`src/hdl/grans_pkg.sv`:
```
// Shared types, constants and helpers for the grouped rANS encoder.
`timescale 1ns / 1ps
package grans_pkg;

  // Command codes carried in s_tuser.
  localparam logic [1:0] CMD_ENCODE = 2'd0;
  localparam logic [1:0] CMD_LOAD   = 2'd1;
  localparam logic [1:0] CMD_FLUSH  = 2'd2;

  // Result kinds carried in m_tuser.
  localparam logic [1:0] KIND_BLOCK = 2'd0;
  localparam logic [1:0] KIND_STATE = 2'd1;
  localparam logic [1:0] KIND_ERROR = 2'd2;

  // Register indexes on the configuration port.
  localparam logic REG_PROB_BITS  = 1'b0;
  localparam logic REG_BLOCK_BITS = 1'b1;

  localparam int MaxBlocks = 33;

  // One stored table entry.
  typedef struct packed {
    logic [7:0]  sub;
    logic [8:0]  size;
    logic [16:0] freq;
    logic [15:0] cdf;
  } entry_t;

  // Write port of the symbol table.
  typedef struct packed {
    logic        en;
    logic        ok;
    logic [7:0]  idx;
    entry_t      data;
  } tbl_wr_t;

  // Saturate prob_bits to 1..16.
  function automatic logic [4:0] sat_prob(input logic [4:0] v);
    logic [4:0] r;
    r = v;
    if (v == 5'd0) r = 5'd1;
    else if (v > 5'd16) r = 5'd16;
    return r;
  endfunction

  // Saturate block_bits to 1..8.
  function automatic logic [3:0] sat_block(input logic [3:0] v);
    logic [3:0] r;
    r = v;
    if (v == 4'd0) r = 4'd1;
    else if (v > 4'd8) r = 4'd8;
    return r;
  endfunction

endpackage

```
`src/hdl/grans_div.sv`:
```
// Iterative divider: 24-bit state by 17-bit frequency, four quotient bits a cycle.
`timescale 1ns / 1ps
module grans_div (
  input  logic        clk,
  input  logic        rst,
  input  logic        start,
  input  logic [23:0] num,
  input  logic [16:0] den,
  output logic        done,
  output logic [23:0] quo,
  output logic [16:0] rem
);
  import grans_pkg::*;

  logic [2:0]  cnt;
  logic        busy;
  logic [16:0] rem_next;
  logic [23:0] quo_next;

  // Four restoring steps; the dividend shifts out as the quotient shifts in.
  always_comb begin
    logic [17:0] t;
    rem_next = rem;
    quo_next = quo;
    for (int i = 0; i < 4; i++) begin
      t = {rem_next, quo_next[23]};
      quo_next = {quo_next[22:0], 1'b0};
      if (t >= {1'b0, den}) begin
        t = t - {1'b0, den};
        quo_next[0] = 1'b1;
      end
      rem_next = t[16:0];
    end
  end

  always_ff @(posedge clk) begin
    if (rst) begin
      busy <= 1'b0;
      done <= 1'b0;
      cnt  <= '0;
    end else begin
      done <= busy && !start && (cnt == 3'd5);
      if (start) begin
        busy <= 1'b1;
        cnt  <= '0;
      end else if (busy) begin
        cnt <= cnt + 3'd1;
        if (cnt == 3'd5) begin
          busy <= 1'b0;
        end
      end
    end
  end

  always_ff @(posedge clk) begin
    if (start) begin
      quo <= num;
      rem <= '0;
    end else if (busy) begin
      quo <= quo_next;
      rem <= rem_next;
    end
  end

endmodule

```
`config.mk`:
```
export PLATFORM = sky130hd
export DESIGN_NAME = grans_div
export DESIGN_NICKNAME = d
export VERILOG_FILES = /design/src/hdl/grans_pkg.sv /design/src/hdl/grans_div.sv
export SDC_FILE = /design/constraint.sdc
export NUM_CORES = 1
export LEC_CHECK = 0
export ABC_AREA = 1
export BUFFER_PORTS_ARGS = -buffer_cell sky130_fd_sc_hd__buf_2
export CORE_ASPECT_RATIO = 2
export CORE_MARGIN = 5
export CORE_UTILIZATION = 60
export CTS_CLUSTER_SIZE = 8
export DETAILED_ROUTE_END_ITERATION = 10
export HOLD_SLACK_MARGIN = 0.02
export PLACE_DENSITY = 0.82
export SLEW_MARGIN = 20
export SYNTH_ARGS = -nofsm -noshare
export SYNTH_HDL_FRONTEND = slang
export SYNTH_SLANG_ARGS = --single-unit
```
`constraint.sdc`:
```
create_clock -name clk -period 10 [get_ports clk]
set_clock_uncertainty 0.2 [all_clocks]
set_input_delay 1.5 -clock clk [delete_from_list [all_inputs] [get_ports clk]]
set_output_delay 1.5 -clock clk [all_outputs]
set_load 0.02 [all_outputs]
```
Word-level counts from Yosys, hierarchy flattened. Index checks and enable logic that the tools add are counted. W data, S select, Z words.

Register bits after elaboration: 46. Input bits: 44. Output and inout bits: 42. Logic and storage cells: 33.

$add $sub $neg: 5. Magnitude comparators: 4. Equal/unequal tests: 1. Muxes and demuxes: 13. Reduce and logical (&&, ||, !) cells: 5.

Operators with widths (number): $ge A18 B17 Y1 (4); $mux W17 (4); $sub A17 B17 Y17 (4); $mux W24 (2); $mux W1 (7); $add A3 B1 Y3 const B (1); $eq A3 B3 Y1 const B (1); $logic_and A1 B1 Y1 (2); $reduce_bool A2 Y1 (1); $reduce_or A2 Y1 (1); $logic_not A1 Y1 (1).

Longest topological paths before layout.
Depth in word-level cells: 10. Depth in mapped cells: 60. Gate-level depth less buffers: 57.

Least setup slack after synthesis. No wires, ideal clock.

Path kind: input to register. Start: in den[14]. End: reg quo[0] (data pin). Setup time: 263 ps. Arrival time: 8257 ps. Required time: 9537 ps. Slack: 1280 ps. Stages: 54. Buffers on the path: 6. Cells stage by stage: inv_1 -> ha_1 -> nand2_1 -> inv_2 -> nand2_1 -> inv_1 -> nand2_1 -> nand2_1 -> nor2_4 -> nand2_4 -> buf_2 -> buf_4 -> o21ai_0 -> inv_1 -> ha_1 -> a21oi_1 -> nand2_1 -> a21oi_1 -> [18 not listed] -> clkbuf_1 -> nand3_1 -> nand2_1 -> inv_1 -> ha_1 -> nand2_1 -> nand2_1 -> a21oi_1 -> o21ai_1 -> nand3_1 -> nand2_1 -> nand2_1 -> nand3_1 -> a21oi_1 -> inv_1 -> a21oi_4 -> buf_6 -> a31oi_1.

Longest elaborated chain between the ends: 10. Elaborated cells between the ends (all ways): 13. Those cells by class: 3 x add/sub; 4 x order compare; 6 x mux.

RTL lines: start, declared (line grans_div.sv:8) `input logic [16:0] den,`; $sub A17 B17 Y17 or $ge A18 B17 Y1 (tied branches) (line grans_div.sv:29, grans_div.sv:28); $mux W17 (line grans_div.sv:28) `if (t >= {1'b0, den}) begin`; $sub A17 B17 Y17 or $ge A18 B17 Y1 (tied branches) (line grans_div.sv:29, grans_div.sv:28); $mux W17 (line grans_div.sv:28); $sub A17 B17 Y17 or $ge A18 B17 Y1 (tied branches) (line grans_div.sv:29, grans_div.sv:28); $mux W17 (line grans_div.sv:28); $ge A18 B17 Y1 * (line grans_div.sv:28); $mux W1 * (line grans_div.sv:28); $mux W24 * (line grans_div.sv:59) `end else if (busy) begin`; $mux W24 * (line grans_div.sv:56) `if (start) begin`; end signal, assigned (line grans_div.sv:57) `quo <= num;`; end signal, assigned (line grans_div.sv:60) `quo <= quo_next;`; end, declared (line grans_div.sv:10) `output logic [23:0] quo,`.

Every way passes the cells marked *; elsewhere a longest branch is shown, timed or not. The select of a mux whose other input is x is not followed. A chain may end at the register's enable or synchronous reset.

Worst setup path after layout.
Start: in den[9]. End: reg rem[7].

Longest elaborated chain between the ends: 8. Elaborated cells between the ends (all ways): 12. Those cells by class: 4 x add/sub; 4 x order compare; 4 x mux.

RTL lines: $sub A17 B17 Y17 or $ge A18 B17 Y1 (tied branches) (line grans_div.sv:29, grans_div.sv:28); $mux W17 (line grans_div.sv:28); $sub A17 B17 Y17 or $ge A18 B17 Y1 (tied branches) (line grans_div.sv:29, grans_div.sv:28); $mux W17 (line grans_div.sv:28); $ge A18 B17 Y1 or $sub A17 B17 Y17 (tied branches) (line grans_div.sv:28, grans_div.sv:29); $mux W17 (line grans_div.sv:28); $sub A17 B17 Y17 or $ge A18 B17 Y1 (tied branches) (line grans_div.sv:29, grans_div.sv:28); $mux W17 * (line grans_div.sv:28); end signal, assigned (line grans_div.sv:61) `rem <= rem_next;`; end, declared (line grans_div.sv:11) `output logic [16:0] rem`.

Every way passes the cells marked *; elsewhere a longest branch is shown, timed or not.

==> flow_summary.toml <==
[outcome]
run_status = "completed"

[job]
drv_cap = 0

[critical_path]
r2r.worst_path.cells = 52
reg2reg_to = "rem[7]$_SDFFE_PP0P_"
cpMostUsedCell = "nand2_1"
cp-startpoint = "den[9]"
r2r-start = "rem[12]$_SDFFE_PP0P_"
cp_max_fo = 25
critical_path_class = "in -> reg"
cp-start-kind = "primary input"
critPathMaxStageDelay_ns = 0.57
reg2reg_slack_ns = 1.56
crit_family = "simple AND/OR/NAND/NOR gates"
cp_num_buf_inv = 10
cp.arrival_ns = 9.37
cp_num_cells = 54
setup.worst_path.end = "rem[7]$_SDFFE_PP0P_"
required_ns = 9.99
critPathSlowestCell = "o21ai_1"
end_kind = "flop"

[synthesis]
ys_async_sr_fraction_pct = 0
synth_top_flop_cell = "edfxtp_1"
synthTopCellsByCount = "nand2_1, inv_1, nand3_1"
synth-edff-count = 24
synthTopCellsByArea = "nand2_1, ha_1, edfxtp_1"
synth_top_area_share_pct = 21.6
synth.distinct_cells = 53
yosysTopAreaCell = "nand2_1"
ys_ff_latch = 46
syn-num-nets = 1171
seq_area_frac_synth_pct = 17.7
yosysMostFrequentCell = "nand2_1"
synthCells = 1053
synth_area_um2 = 6540
synth_warnings = 0
synth_area_per_cell_um2 = 6.21

[timing]
tightest_slew_ns = 0.905
hold_ws_ns = 0.297
rsz0062_at_grt = "no"
relSlewSlack_pct = 39.6
finalHoldViolCount = 0
totalNegativeSetupSlack_ns = 0
finalMaxSlewViolations = 0
fin_crit_ns = 9.38
setup_violations = 0
fmax_ghz = 0.107
min_period_over_period_pct = 93.8

[drt]
drtIter0Drc = 395
dr.pass1.iters = 6
post-route-drc-count = 0
wl_per_cell_um = 17.3
final_antenna_net_count = 0
routed_wirelength_um = 22300
viasPerCell = 5.59
num_vias = 7206

[clock_tree]
cts_setup_buffers = 0
holdBufCountCts = 0
clockBufferDepth = 2
cts_made_buffers = 5
path_clk_slew_ns = 0.07
numClockSinks = 46
clk_latency_ns = 0.30
htreeDepth = 2
root_buffer = "clkbuf_16"
cts_tree = "built"

[die]
die-area_um2 = 13200
rows = 54
die_h_um = 158
start_util_pct = 60.5
core_um2 = 10800
die_w_um = 83.8
ioPinCount = 86

[place]
portBuffers = 85
gp_congestion = 1.03
placed_area_um2 = 7220
dp_hpwl_um = 18400

[hold_path]
hp-class = "reg -> reg"

[global_route]
grt_max_degree = 28
antenna_found_initial = 0
grt_pass1_vias = 7058
grt_pass1_wl_um = 34700
grt_util_all_layers_pct = 33.7
overflow = 0

[layout]
fin_util_pct = 68.1
nets = 1267
area_growth_pct = 12.5
final_area_um2 = 7360
diodes = 0
drive_above_1_share_pct = 15.4
num-fill-cells = 1064
placed cells by master, fill, tap and decap left out, types with 2 or more instances in the layout:
| cell | netlist | layout |
|---|---|---|
| inv_2 | 13 | 13 |
| edfxtp_1 | 24 | 24 |
| nor2_8 | 2 | 2 |
| o21ai_1 | 1 | 2 |
| buf_4 | 1 | 25 |
| o21a_1 | 2 | 2 |
| a21oi_4 | 2 | 2 |
| nand3_2 | 6 | 6 |
| nor2_1 | 48 | 47 |
| a211oi_1 | 2 | 2 |
| o21bai_1 | 4 | 4 |
| or2_2 | 2 | 2 |
| a31oi_1 | 6 | 6 |
| ha_1 | 70 | 70 |
| a21oi_1 | 54 | 54 |
| nand2_1 | 376 | 376 |
| nand3_1 | 91 | 91 |
| nor2_2 | 3 | 4 |
| buf_2 | 10 | 85 |
| nand3b_1 | 5 | 5 |
| xor2_1 | 24 | 24 |
| nand3_4 | 4 | 4 |
| or2_1 | 2 | 2 |
| nand2_2 | 19 | 19 |
| nand4_1 | 4 | 4 |
| clkbuf_16 | 0 | 5 |
| clkinv_1 | 3 | 3 |
| nor3_1 | 7 | 7 |
| a21boi_0 | 6 | 6 |
| xnor2_1 | 24 | 24 |
| fa_1 | 4 | 4 |
| nand2_4 | 3 | 3 |
| o31ai_1 | 2 | 2 |
| dfxtp_1 | 22 | 22 |
| a21o_1 | 3 | 3 |
| o21ai_0 | 29 | 28 |
| inv_1 | 151 | 151 |
flip-flops by register name (all words and copies together), names as in the netlist:
name	flops
busy	1
rem	17
cnt	3
done	1
quo	24
worst min-delay path, cell delays in order (launching register included):
cell,delay [ns]
dfxtp_1,0.34
nand2_1,0.07
nand2_1,0.04
cell type report:
| cell class | count | area [um^2] | area share [%] |
|---|---|---|---|
| clock buffers | 6 | 129 | 1.75 |
| clock inverters | 2 | 13.8 | 0.187 |
| inverters | 168 | 633 | 8.60 |
| multi-input cells | 818 | 4640 | 63.0 |
| flip-flops and latches | 46 | 1160 | 15.8 |
| well taps | 140 | 175 | 2.38 |
| repair buffers | 110 | 613 | 8.33 |
worst min-delay path by stage:
stage	start	end	slack [ns]	cells past startpoint
after global routing	rem[16]$_SDFFE_PP0P_	rem[16]$_SDFFE_PP0P_	0.34	2
final	rem[16]$_SDFFE_PP0P_	rem[16]$_SDFFE_PP0P_	0.30	2
after CTS	rem[16]$_SDFFE_PP0P_	rem[16]$_SDFFE_PP0P_	0.30	2
after global placement	rem[16]$_SDFFE_PP0P_	rem[16]$_SDFFE_PP0P_	0.28	2
after floorplan	cnt[2]$_SDFFE_PP0P_	done$_SDFF_PP0_	0.26	2
after detailed placement	rem[16]$_SDFFE_PP0P_	rem[16]$_SDFFE_PP0P_	0.28	2
cells by family after synthesis:
kind of cell    Yosys count  synth area share, %
flops                    46                 17.7
fa+ha+maj                74                 14.6
compound gates          118                 10.6
buf+inv                 189                 11.4
xor+xnor                 48                 6.43
simple gates            578                 39.2
repair_timing:
| action | 4_1_cts | 5_1_grt |
|---|---|---|
| endpoints found under the hold margin | 0 | 0 |
| setup endpoints to repair | 0 | 17 |
| gates resized for setup | 0 | 1 |
per-layer routing:
layer | share of wire (%) | vias up | global-route usage (%)
li1 | - | 3544 | -
met1 | 33 | 3186 | 31.8
met2 | 48 | 342 | 60.4
met3 | 6.6 | 134 | 4.32
met4 | 12 | 0 | 34.3
met5 | 0 | - | 0
through the flow:
step | setup slack (ns) | std cells
finish | 0.620 | 1290
detailed placement | 0.537 | 1282
floorplan | 1.28 | 1053
CTS | 0.764 | 1290
global placement | 0.575 | 1282
global route | 0.00534 | 1290
Power is not shown: default switching activity piles up to over one toggle a cycle in this logic, so the estimate is an artifact.
